==> config.mk <==
export PLATFORM = sky130hd
export DESIGN_NAME = uv_dose_exposure_controller
export DESIGN_NICKNAME = d
export VERILOG_FILES = /design/src/rtl/uvd_pkg.sv /design/src/rtl/uvd_step.sv /design/src/rtl/uv_dose_exposure_controller.sv
export SDC_FILE = /design/constraint.sdc
export NUM_CORES = 1
export LEC_CHECK = 0
export BUFFER_PORTS_ARGS = -buffer_cell sky130_fd_sc_hd__buf_4
export CAP_MARGIN = 40
export CORE_ASPECT_RATIO = 0.75
export CORE_MARGIN = 2
export CORE_UTILIZATION = 61
export CTS_CLUSTER_SIZE = 10
export DETAILED_ROUTE_END_ITERATION = 10
export PLACE_DENSITY = 0.84
export SETUP_SLACK_MARGIN = 0.4
export SYNTH_ARGS = -nofsm -noshare
export SYNTH_HDL_FRONTEND = slang
export SYNTH_SLANG_ARGS = --single-unit
==> constraint.sdc <==
create_clock -name clk -period 7.16 [get_ports clk]
set_clock_uncertainty 0.2 [all_clocks]
set_input_delay 1.432 -clock clk [delete_from_list [all_inputs] [get_ports clk]]
set_output_delay 1.432 -clock clk [all_outputs]
set_load 0.01 [all_outputs]
==> src/rtl/uvd_pkg.sv <==
// Shared types and constants for the UV dose exposure controller.
`default_nettype none

package uvd_pkg;

  // Defaults for the top-level parameters.
  localparam int SAMPLE_BITS_DEF = 10;
  localparam int DOSE_BITS_DEF   = 32;

  // Controller modes as reported on the result channel.
  typedef enum logic [1:0] {
    MODE_SETUP  = 2'd0,
    MODE_EXPOSE = 2'd1,
    MODE_DONE   = 2'd2
  } mode_t;

  // Target dose handling.
  localparam logic [15:0] TARGET_RESET = 16'd1100;
  localparam logic [15:0] TARGET_MAX   = 16'hFFFF;
  localparam logic [15:0] STEP_SHORT   = 16'd5;
  localparam logic [15:0] STEP_LONG    = 16'd50;
  localparam logic [3:0]  HOLD_MAX     = 4'd11;
  localparam logic [3:0]  HOLD_LONG    = 4'd10;

  // Cancel counter, signed: -1 locks out a restart until enter is released.
  localparam logic signed [3:0] CANCEL_CLEAR = 4'sd0;
  localparam logic signed [3:0] CANCEL_LIMIT = 4'sd6;
  localparam logic signed [3:0] CANCEL_MAX   = 4'sd7;
  localparam logic signed [3:0] CANCEL_LOCK  = -4'sd1;

  // Pause contributions in milliseconds.
  localparam logic [9:0] PAUSE_BUTTON    = 10'd100;
  localparam logic [9:0] PAUSE_EXPOSE    = 10'd500;
  localparam logic [9:0] PAUSE_BLINK_ON  = 10'd500;
  localparam logic [9:0] PAUSE_BLINK_OFF = 10'd250;
  localparam logic [9:0] PAUSE_DISMISS   = 10'd50;

  // UV scaling: dose gain per tick and shown index, both in 1/1024 units.
  localparam logic [4:0]  DOSE_GAIN  = 5'd25;
  localparam logic [22:0] UV_SCALE   = 23'd50;
  localparam logic [22:0] UV_OFFSET  = 23'd1024;
  localparam logic [22:0] UV_SHOWN_MAX = 23'd65535;

  // Battery percent: (s - 613) * 100 / 245 by a reciprocal multiply.
  // 1712000 = 100 * ceil(2^22 / 245); exact for every span offset below 245.
  localparam logic [16:0] BAT_LOW   = 17'd613;
  localparam logic [16:0] BAT_HIGH  = 17'd858;
  localparam logic [28:0] BAT_MULT  = 29'd1712000;
  localparam int          BAT_SHIFT = 22;
  localparam logic [6:0]  PCT_FULL  = 7'd100;

  // Controller state apart from the dose accumulator, whose width is a parameter.
  typedef struct packed {
    mode_t             mode;
    logic [15:0]       target;
    logic [3:0]        up_cnt;
    logic [3:0]        down_cnt;
    logic signed [3:0] cancel;
    logic              blink;
  } state_t;

  // One result item.
  typedef struct packed {
    logic [9:0]  pause_ms;
    logic [6:0]  battery_percent;
    logic        beeper_on;
    logic        done_shown;
    logic [15:0] uv_shown;
    logic [31:0] dose_so_far;
    logic [15:0] target_dose;
    logic [1:0]  mode;
  } result_t;

endpackage

`default_nettype wire

==> src/rtl/uvd_step.sv <==
// Single-pass step logic: next controller state and the result of one tick.
`default_nettype none

module uvd_step import uvd_pkg::*; #(
  parameter int SAMPLE_BITS = SAMPLE_BITS_DEF,
  parameter int DOSE_BITS   = DOSE_BITS_DEF
) (
  input  var state_t                 st,
  input  wire  [DOSE_BITS-1:0]       dose,
  input  wire                        up,
  input  wire                        down,
  input  wire                        enter,
  input  wire  [SAMPLE_BITS-1:0]     uv,
  input  wire  [SAMPLE_BITS-1:0]     bat,
  output state_t                     st_nxt,
  output logic [DOSE_BITS-1:0]       dose_nxt,
  output result_t                    res
);

  localparam logic [DOSE_BITS-1:0] DoseMax = '1;

  logic [16:0]          tgt_up;
  logic [15:0]          step;
  logic [DOSE_BITS:0]   dose_sum;
  logic [DOSE_BITS-1:0] dose_add;
  logic [DOSE_BITS-1:0] tgt_scaled;
  logic [9:0]           pause;
  logic                 shown;
  logic                 beep;

  always_comb begin
    st_nxt     = st;
    dose_nxt   = dose;
    pause      = '0;
    shown      = 1'b0;
    beep       = 1'b0;
    tgt_up     = '0;
    step       = STEP_SHORT;
    dose_add   = DOSE_BITS'(uv) * DOSE_BITS'(DOSE_GAIN);
    dose_sum   = {1'b0, dose} + {1'b0, dose_add};
    tgt_scaled = '0;

    case (st.mode)
      MODE_SETUP: begin
        // Up is applied before down, each with its own hold acceleration.
        if (up) begin
          st_nxt.up_cnt = (st.up_cnt < HOLD_MAX) ? st.up_cnt + 4'd1 : HOLD_MAX;
          step = (st_nxt.up_cnt > HOLD_LONG) ? STEP_LONG : STEP_SHORT;
          tgt_up = {1'b0, st.target} + {1'b0, step};
          st_nxt.target = tgt_up[16] ? TARGET_MAX : tgt_up[15:0];
          pause = pause + PAUSE_BUTTON;
        end else begin
          st_nxt.up_cnt = '0;
        end
        if (down) begin
          st_nxt.down_cnt = (st.down_cnt < HOLD_MAX) ? st.down_cnt + 4'd1 : HOLD_MAX;
          step = (st_nxt.down_cnt > HOLD_LONG) ? STEP_LONG : STEP_SHORT;
          st_nxt.target = (st_nxt.target < step) ? '0 : st_nxt.target - step;
          pause = pause + PAUSE_BUTTON;
        end else begin
          st_nxt.down_cnt = '0;
        end
        if (enter && (st.cancel >= CANCEL_CLEAR)) begin
          dose_nxt      = '0;
          st_nxt.cancel = CANCEL_CLEAR;
          st_nxt.mode   = MODE_EXPOSE;
          pause = pause + PAUSE_BUTTON;
        end
        if (!enter) begin
          st_nxt.cancel = CANCEL_CLEAR;
        end
      end
      MODE_EXPOSE: begin
        dose_nxt = dose_sum[DOSE_BITS] ? DoseMax : dose_sum[DOSE_BITS-1:0];
        if (enter) begin
          if (st.cancel < CANCEL_MAX) begin
            st_nxt.cancel = st.cancel + 4'sd1;
          end
        end else begin
          st_nxt.cancel = CANCEL_CLEAR;
        end
        if (st_nxt.cancel > CANCEL_LIMIT) begin
          st_nxt.cancel = CANCEL_LOCK;
          st_nxt.mode   = MODE_SETUP;
        end
        // Reaching the target overrides a cancel in the same tick.
        tgt_scaled = DOSE_BITS'({st.target, 10'b0});
        if (dose_nxt >= tgt_scaled) begin
          st_nxt.blink = 1'b0;
          st_nxt.mode  = MODE_DONE;
        end
        pause = PAUSE_EXPOSE;
      end
      MODE_DONE: begin
        st_nxt.blink = ~st.blink;
        if (st_nxt.blink) begin
          shown = 1'b1;
          beep  = 1'b1;
          pause = PAUSE_BLINK_ON;
        end else begin
          pause = PAUSE_BLINK_OFF;
        end
        if (enter) begin
          st_nxt.mode   = MODE_SETUP;
          st_nxt.cancel = CANCEL_LOCK;
          beep  = 1'b0;
          pause = pause + PAUSE_DISMISS;
        end
      end
      default: begin
        st_nxt.mode = MODE_SETUP;
      end
    endcase
  end

  // Shown UV index: sample*50 - 1024, floored at zero and held to 16 bits.
  logic [22:0] uv50;
  logic [22:0] uv_off;

  assign uv50   = 23'(uv) * UV_SCALE;
  assign uv_off = (uv50 > UV_OFFSET) ? uv50 - UV_OFFSET : '0;

  // Battery percent over the 613..858 window.
  logic [16:0] bat_w;
  logic [7:0]  bat_span;
  logic [28:0] bat_prod;
  logic [6:0]  pct;

  assign bat_w    = 17'(bat);
  assign bat_span = 8'(bat_w - BAT_LOW);
  assign bat_prod = 29'(bat_span) * BAT_MULT;

  always_comb begin
    if (bat_w < BAT_LOW) begin
      pct = '0;
    end else if (bat_w >= BAT_HIGH) begin
      pct = PCT_FULL;
    end else begin
      pct = bat_prod[BAT_SHIFT +: 7];
    end
  end

  always_comb begin
    res.mode            = st_nxt.mode;
    res.target_dose     = st_nxt.target;
    res.dose_so_far     = 32'(dose_nxt);
    res.uv_shown        = (uv_off > UV_SHOWN_MAX) ? 16'hFFFF : uv_off[15:0];
    res.done_shown      = shown;
    res.beeper_on       = beep;
    res.battery_percent = pct;
    res.pause_ms        = pause;
  end

endmodule

`default_nettype wire

==> src/rtl/uv_dose_exposure_controller.sv <==
// Top level of the UV dose exposure controller: input register, step logic, result register.
`default_nettype none

// One input item is one poll tick of the buttons, the UV sensor and the battery.
// The block holds a setup / exposing / done controller: in setup the up and down
// buttons trim the target dose (5 per tick, 50 per tick once held past ten ticks),
// enter starts an exposure that adds sample*25 per tick in 1/1024 UV-second units
// until the target is met or enter is held for more than six ticks, and done mode
// blinks and beeps until enter is pressed. Every item gives exactly one result item
// with the new mode, target, accumulated dose, shown UV index, blink and beeper
// flags, battery percent and the pause the firmware loop should wait. The block
// accepts one item every clock cycle while the result channel is not stalled; an item
// is held in the input register, passes once through the step logic between the two
// registers, and its result is held in the result register, which offers it on the
// result channel. A stalled result channel holds the result register and, once the
// input register is also full, drops in_tready. No clearing pass follows reset; the
// block is ready at once.
module uv_dose_exposure_controller import uvd_pkg::*; #(
  parameter int SAMPLE_BITS = SAMPLE_BITS_DEF,
  parameter int DOSE_BITS   = DOSE_BITS_DEF
) (
  input  wire                             clk,
  input  wire                             rst_n,
  input  wire                             in_tvalid,
  output logic                            in_tready,
  // up_pressed, down_pressed, enter_pressed, uv_sample, battery_sample, zero pad
  input  wire  [((3+2*SAMPLE_BITS+7)/8)*8-1:0] in_tdata,
  output logic                            out_tvalid,
  input  wire                             out_tready,
  // mode, target_dose, dose_so_far, uv_shown, done_shown, beeper_on,
  // battery_percent, pause_ms, zero pad
  output logic [87:0]                     out_tdata
);

  localparam int InFieldBits = 3 + 2 * SAMPLE_BITS;

  // Controller state.
  state_t               st_r;
  logic [DOSE_BITS-1:0] dose_r;

  // Input register.
  logic                   s1_valid_r;
  logic                   s1_up_r;
  logic                   s1_down_r;
  logic                   s1_enter_r;
  logic [SAMPLE_BITS-1:0] s1_uv_r;
  logic [SAMPLE_BITS-1:0] s1_bat_r;

  // Result register.
  logic    out_valid_r;
  result_t out_data_r;

  state_t               st_nxt;
  logic [DOSE_BITS-1:0] dose_nxt;
  result_t              res_nxt;
  logic                 s1_fire;
  logic                 out_free;
  logic                 in_fire;

  // The result register can take a new result when empty or being drained.
  assign out_free  = !out_valid_r || out_tready;
  assign s1_fire   = s1_valid_r && out_free;
  assign in_tready = !s1_valid_r || out_free;
  assign in_fire   = in_tvalid && in_tready;

  uvd_step #(
    .SAMPLE_BITS (SAMPLE_BITS),
    .DOSE_BITS   (DOSE_BITS)
  ) u_step (
    .st       (st_r),
    .dose     (dose_r),
    .up       (s1_up_r),
    .down     (s1_down_r),
    .enter    (s1_enter_r),
    .uv       (s1_uv_r),
    .bat      (s1_bat_r),
    .st_nxt   (st_nxt),
    .dose_nxt (dose_nxt),
    .res      (res_nxt)
  );

  always_ff @(posedge clk) begin
    if (!rst_n) begin
      st_r.mode     <= MODE_SETUP;
      st_r.target   <= TARGET_RESET;
      st_r.up_cnt   <= '0;
      st_r.down_cnt <= '0;
      st_r.cancel   <= CANCEL_CLEAR;
      st_r.blink    <= 1'b0;
      dose_r        <= '0;
      s1_valid_r    <= 1'b0;
      out_valid_r   <= 1'b0;
    end else begin
      // The state only moves when an item's result is committed.
      if (s1_fire) begin
        st_r        <= st_nxt;
        dose_r      <= dose_nxt;
        out_valid_r <= 1'b1;
      end else if (out_tready) begin
        out_valid_r <= 1'b0;
      end
      if (in_fire) begin
        s1_valid_r <= 1'b1;
      end else if (s1_fire) begin
        s1_valid_r <= 1'b0;
      end
    end
  end

  // Payload registers need no reset.
  always_ff @(posedge clk) begin
    if (in_fire) begin
      s1_up_r    <= in_tdata[0];
      s1_down_r  <= in_tdata[1];
      s1_enter_r <= in_tdata[2];
      s1_uv_r    <= in_tdata[3 +: SAMPLE_BITS];
      s1_bat_r   <= in_tdata[3 + SAMPLE_BITS +: SAMPLE_BITS];
    end
    if (s1_fire) begin
      out_data_r <= res_nxt;
    end
  end

  // The pad bits above the fields of in_tdata are ignored.
  logic in_pad_unused;
  assign in_pad_unused = ^in_tdata[$bits(in_tdata)-1:InFieldBits];

  assign out_tvalid = out_valid_r;
  assign out_tdata  = {3'b000, out_data_r};

  // The cancel counter only ever holds -1 through 6.
  a_cancel_range: assert property (@(posedge clk) disable iff (!rst_n)
    st_r.cancel >= CANCEL_LOCK)
    else $error("cancel counter below lockout value");

  // Hold counters saturate at their ceiling.
  a_hold_sat: assert property (@(posedge clk) disable iff (!rst_n)
    (st_r.up_cnt <= HOLD_MAX) && (st_r.down_cnt <= HOLD_MAX))
    else $error("hold counter past saturation");

  // Finishing an exposure means the dose has reached the target.
  a_done_reached: assert property (@(posedge clk) disable iff (!rst_n)
    (s1_fire && st_r.mode == MODE_EXPOSE && st_nxt.mode == MODE_DONE)
    |=> (dose_r >= DOSE_BITS'({st_r.target, 10'b0})))
    else $error("done entered below target dose");

  // Done mode never touches the dose or the target.
  a_done_hold: assert property (@(posedge clk) disable iff (!rst_n)
    (s1_fire && st_r.mode == MODE_DONE) |=> ($stable(dose_r) && $stable(st_r.target)))
    else $error("dose or target changed in done mode");

endmodule

`default_nettype wire
# Word level (Yosys, flattened, before mapping)
# Cells that the tools add are included.
dict set report totals {
  ff_bits 173
}
dict set report classes {
  add_sub_neg 11
  mul 3
  magnitude_cmp 13
  n_eq_ne 5
  mux 46
  n_bitwise 2
  n_reduce_logical 17
}
# op n
set ops {}
lappend ops {{$mux W16} 5}
lappend ops {{$mux W32} 2}
lappend ops {{$pmux W32 S2} 1}
lappend ops {{$mux W10} 6}
lappend ops {{$mux W4} 11}
lappend ops {{$add A32 B15 Y33} 1}
lappend ops {{$ge A32 B26 Y1} 1}
lappend ops {{$mul A10 B5 Y15 const B} 2}
lappend ops {{$pmux W10 S3} 1}
lappend ops {{$mux W24} 1}
lappend ops {{$gt A23 B16 Y1 const B} 1}
lappend ops {{$mux W23} 1}
lappend ops {{$mul A8 B14 Y22 const B} 1}
lappend ops {{$add A10 B7 Y10 const B} 2}
lappend ops {{$add A16 B16 Y17} 1}
lappend ops {{$sub A16 B11 Y17 const B} 1}
lappend ops {{$gt A16 B11 Y1 const B} 1}
lappend ops {{$lt A16 B16 Y1} 1}
lappend ops {{$sub A16 B16 Y16} 1}
lappend ops {{$mux W7} 2}
lappend ops {{$gt A4 B4 Y1 const B} 3}
lappend ops {{$lt A4 B4 Y1 const B} 3}
lappend ops {{$mux W6} 2}
lappend ops {{$pmux W4 S3} 1}
lappend ops {{other kinds (28)} 45}

# Logic depth before layout (Yosys ltp)
dict set report depth {
  word_depth 12
  ltp_mapped 25
  depth_no_buf 25
}

# Hierarchy
# From an unflattened synthesis, not the netlist that was laid out.
dict set report unflattened {
  hier_cells 1514
  hier_area_um2 14133.6
}
# mod instances cells_per_inst area_per_inst_um2 seq_area_each_um2
set by_module_without_submodules {}
lappend by_module_without_submodules {uvd_step 1 1119 8206.6 0.0}
lappend by_module_without_submodules {uv_dose_exposure_controller 1 395 5926.9 4544.4}

# Worst setup path after synthesis
# No wires, ideal clock.
dict set report synth_path {
  path_kind {flip-flop to flip-flop}
  start {reg s1_uv_r[4]}
  end {reg out_data_r (netlist bit out_tdata[0]), data pin}
  setup_ps 141
  arrival_time_ps 5913
  required_ps 6819
  slack_ps 907
  stages_incl_launch_ff 24
  path_buffers 0
  synth_period_minus_slack_ps 6253
  cell_sequence {edfxtp_1 ha_1 fa_1 inv_1 fa_1 inv_1 ha_1 or4_1 o22ai_1 o21ai_0 a21o_1 a21oi_1 xor2_1 nand2_1 ha_1 a21oi_1 nand2_1 a211o_1 a211o_1 a211oi_1 nor2_1 or4_4 or3_1 a21oi_2}
}
# item line
set synth_lines {}
lappend synth_lines {{from (decl)} uv_dose_exposure_controller.sv:46} ;# logic [SAMPLE_BITS-1:0] s1_uv_r;
lappend synth_lines {{from (signal assigned)} uv_dose_exposure_controller.sv:116} ;# s1_uv_r <= in_tdata[3 +: SAMPLE_BITS];
lappend synth_lines {{to (signal assigned)} uv_dose_exposure_controller.sv:120} ;# out_data_r <= res_nxt;
lappend synth_lines {{to (decl)} uv_dose_exposure_controller.sv:51} ;# result_t out_data_r;

==> results.sh <==
export IMPL_finalCriticalPeriod_ns=6.63
export IMPL_ys_top_cells_by_count="172 x ha_1, 146 x inv_1, 120 x nand2_1"
export IMPL_gr_usage_met2_pct=46.0
export IMPL_ys_flop_type="edfxtp_1"
export IMPL_fp_dieW_microns=175
export IMPL_max_vdd_ir_drop_v=0.000172
export IMPL_drv_slew=0
export IMPL_dr_total_vias=11200
export IMPL_wl_per_cell_microns=18.4
export IMPL_yosysTopAreaCellShare_pct=24.0
export IMPL_drc=0
export IMPL_max_stage_delay_ns=0.55
export IMPL_numCtsBuffers=17
export IMPL_cts_buffer_depth=2
export IMPL_die_h_microns=132
export IMPL_ys_seq_elements=172
export IMPL_path_cells="ha_4 > inv_1 > fa_1 > fa_1 > inv_1 > ha_4 > and3_1 > a221o_1 > a221o_1 > a21o_2 > a21oi_4 > or3_1 > nand3_1 > ha_1 > a211oi_1 > o21ai_0 > o211ai_1 > a21oi_1 > a211oi_2 > nor2_1 > or4_4 > or3_1 > a21oi_2"
export IMPL_drt_vias_per_instance=6.10
export IMPL_synth_cell_types=84
export IMPL_hpwl_microns=24300
export IMPL_rsz0062_at_grt="false"
export IMPL_synth_most_common_cell="ha_1"
export IMPL_grt_use_total_pct=28.9
export IMPL_clkLatencyLatePin_ns=0.44
export IMPL_gp_congestion=0.931
export IMPL_slew_headroom_pct=45.7
export IMPL_ys_warn_count=0
export IMPL_grt_pass1_wl_microns=53300
export IMPL_die_area_sq_um=23100
export IMPL_leakagePower_nw=6.88
export IMPL_finalCritPeriodShare_pct=92.6
export IMPL_synth_edf_count=107
export IMPL_dr_pass1_iters=5
export IMPL_worstPathArrival_ns=6.73
export IMPL_drt_iter0_drc=1175
export IMPL_fp_coreArea_sq_um=21400
export IMPL_drive_gt1_share_pct=14.9
export IMPL_avgSynthCellArea_sq_um=9.46
export IMPL_syn_area_sq_um=13400
export IMPL_cp_max_fo=9
export IMPL_grt_busiest_layer="met2"
export IMPL_overflow=0
export IMPL_htreeDepth=4
export IMPL_met3_usage_pct=4.33
export IMPL_grt_max_degree=74
export IMPL_synth_area_leaders="edfxtp_1 24%, ha_1 16%, dfxtp_1 9.7%"
export IMPL_nets=1768
export IMPL_grtUsageMet1_pct=41.2
export IMPL_setup_violations_final=0
export IMPL_start_kind="register"
export IMPL_hold_path_class="reg -> reg"
export IMPL_ant_nets=0
export IMPL_start_util_pct=62.6
export IMPL_io_pins=118
export IMPL_instances_no_fill=1828
export IMPL_grt_pass1_vias=10500
export IMPL_antenna_found_initial=0
export IMPL_clock_sinks=172
export IMPL_hold_violations=0
export IMPL_synth_cells=1413
export IMPL_crit_slowest_cell="fa_1"
export IMPL_rows=46
export IMPL_finish_utilization_pct=71.9
export IMPL_cts_tree="done"
export IMPL_dp_cells=1779
export IMPL_cp_data_required_time_ns=7.26
export IMPL_root_buffer="clkbuf_16"
export IMPL_antennaDiodeCount=0
export IMPL_synth_async_reset_ratio_pct=0
export IMPL_critPathKind="reg -> reg"
export IMPL_outcome="finished, final reports clean"
export IMPL_max_freq_ghz=0.151
export IMPL_wirelength_microns=33700
export IMPL_tns_ns=0
export IMPL_yosys_area_top_type="edfxtp_1"
export IMPL_worstMarginPinSlew_ns=0.810
export IMPL_power_density_nw_per_um2=253
export IMPL_clk_pin_slew_ns=0.07
export IMPL_ys_seq_area_share_pct=33.8
export IMPL_maxCapViolations=0
export IMPL_area_growth_pct=14.9
export IMPL_endpoint_kind="register"
export IMPL_port_buffers=112
==> cells in the final DEF, fill, tap and decap left out, types with 6 or more instances in the layout <==
master and instances:
a21boi_0 20, a21o_1 23, a21oi_1 70, a22o_1 15, a22oi_1 10, a311oi_1 6
a31oi_1 14, and2_1 10, and3_1 15, buf_4 148, clkbuf_16 18, dfxtp_1 65
edfxtp_1 107, fa_1 41, ha_1 166, inv_1 144, mux2i_1 12, nand2_1 120
nand2b_1 12, nand3_1 43, nand4_1 14, nor2_1 76, nor2b_1 22, nor3_1 28
nor4_1 9, o211a_1 11, o211ai_1 13, o21a_1 11, o21ai_0 70, o21bai_1 6
o31ai_1 12, or2_2 8, or3_1 11, xnor2_1 36, xor2_1 30
==> final cells by class <==
cell class                 instances  area [sq um]
fill                            1526          5990
inverter                         146           551
timing repair buffer             148          1110
clock buffer                      20           468
multi-input combinational       1042          8210
sequential                       172          4510
tap                              288           360
clock inverter                    12           148
==> critical path: cells and delay by family, from the launching register on <==
family	cells	cell delay, ns
AND/OR/NAND/NOR	6	1.48
adder cells (fa/ha/maj)	5	1.98
flip-flops	1	0.53
AO/OA/AOI/OAI	10	2.18
buffers and inverters	2	0.12
==> per-stage QoR <==
step	power (mW)	hold slack, ns	worst slack (ns)	area [sq um]
4_1_cts	3.80	0.302	0.379	15200
2_1_floorplan	2.35	0.261	0.907	13400
5_1_grt	4.14	0.330	0.357	15400
3_5_place_dp	2.78	0.293	0.299	14500
6_report	3.89	0.305	0.527	15400
3_3_place_gp	2.69	0.279	0.370	14500
==> layer usage <==
| metal | vias to the layer above | routed length, microns |
|---|---|---|
| met2 | 449 | 15600 |
| met4 | 0 | 583 |
| li1 | 5309 | - |
| met5 | - | 0 |
| met1 | 5332 | 15100 |
| met3 | 64 | 2510 |
==> worst paths after layout <==
check,start,to,slack (ns),cells past startpoint
hold reg to reg,dose_r[4]$_SDFFE_PN0P_,dose_r[4]$_SDFFE_PN0P_,0.31,2
hold / removal,dose_r[4]$_SDFFE_PN0P_,dose_r[4]$_SDFFE_PN0P_,0.31,2
setup reg to reg,s1_uv_r[2]$_DFFE_PP_,out_tdata[0]$_DFFE_PP_,0.53,23
setup / recovery,s1_uv_r[2]$_DFFE_PP_,out_tdata[0]$_DFFE_PP_,0.53,23
==> registers in the layout, summed over array words and instances, names as in the netlist <==
register and cells:
s1_enter_r 1, s1_bat_r 10, st_r 31, s1_up_r 1, s1_uv_r 10, s1_down_r 1
s1_valid_r 1, out_tdata 84, dose_r 32, out_tvalid 1
==> logic make-up (layout without fill, tap and decap cells) <==
kind of cell / after synthesis / after routing / share of synthesized area, %
flops: 172 / 172 / 33.8
buf+inv: 202 / 326 / 5.84
mux: 17 / 17 / 1.31
compound gates: 349 / 349 / 18.0
simple gates: 392 / 392 / 14.4
other cells: 1 / 4 / 0.0280
fa+ha+maj: 213 / 213 / 22.2
xor+xnor: 67 / 67 / 4.39
==> what timing repair did <==
| action | CTS | global route |
|---|---|---|
| endpoints found under the hold margin | 0 | 0 |
| resized for setup | 3 | 16 |
| pin swaps | 0 | 8 |
| buffers inserted | 4 | 13 |
| hold buffers | 0 | 0 |
| setup endpoints to repair | 3 | 10 |
==> where the power goes <==
part | internal [mW] | switching [mW] | leakage (nW)
Sequential | 1.14 | 0.0422 | 1.54
Combinational | 0.743 | 0.979 | 5.04
Clock | 0.555 | 0.431 | 0.301
Power figures use the tool's default switching activity.
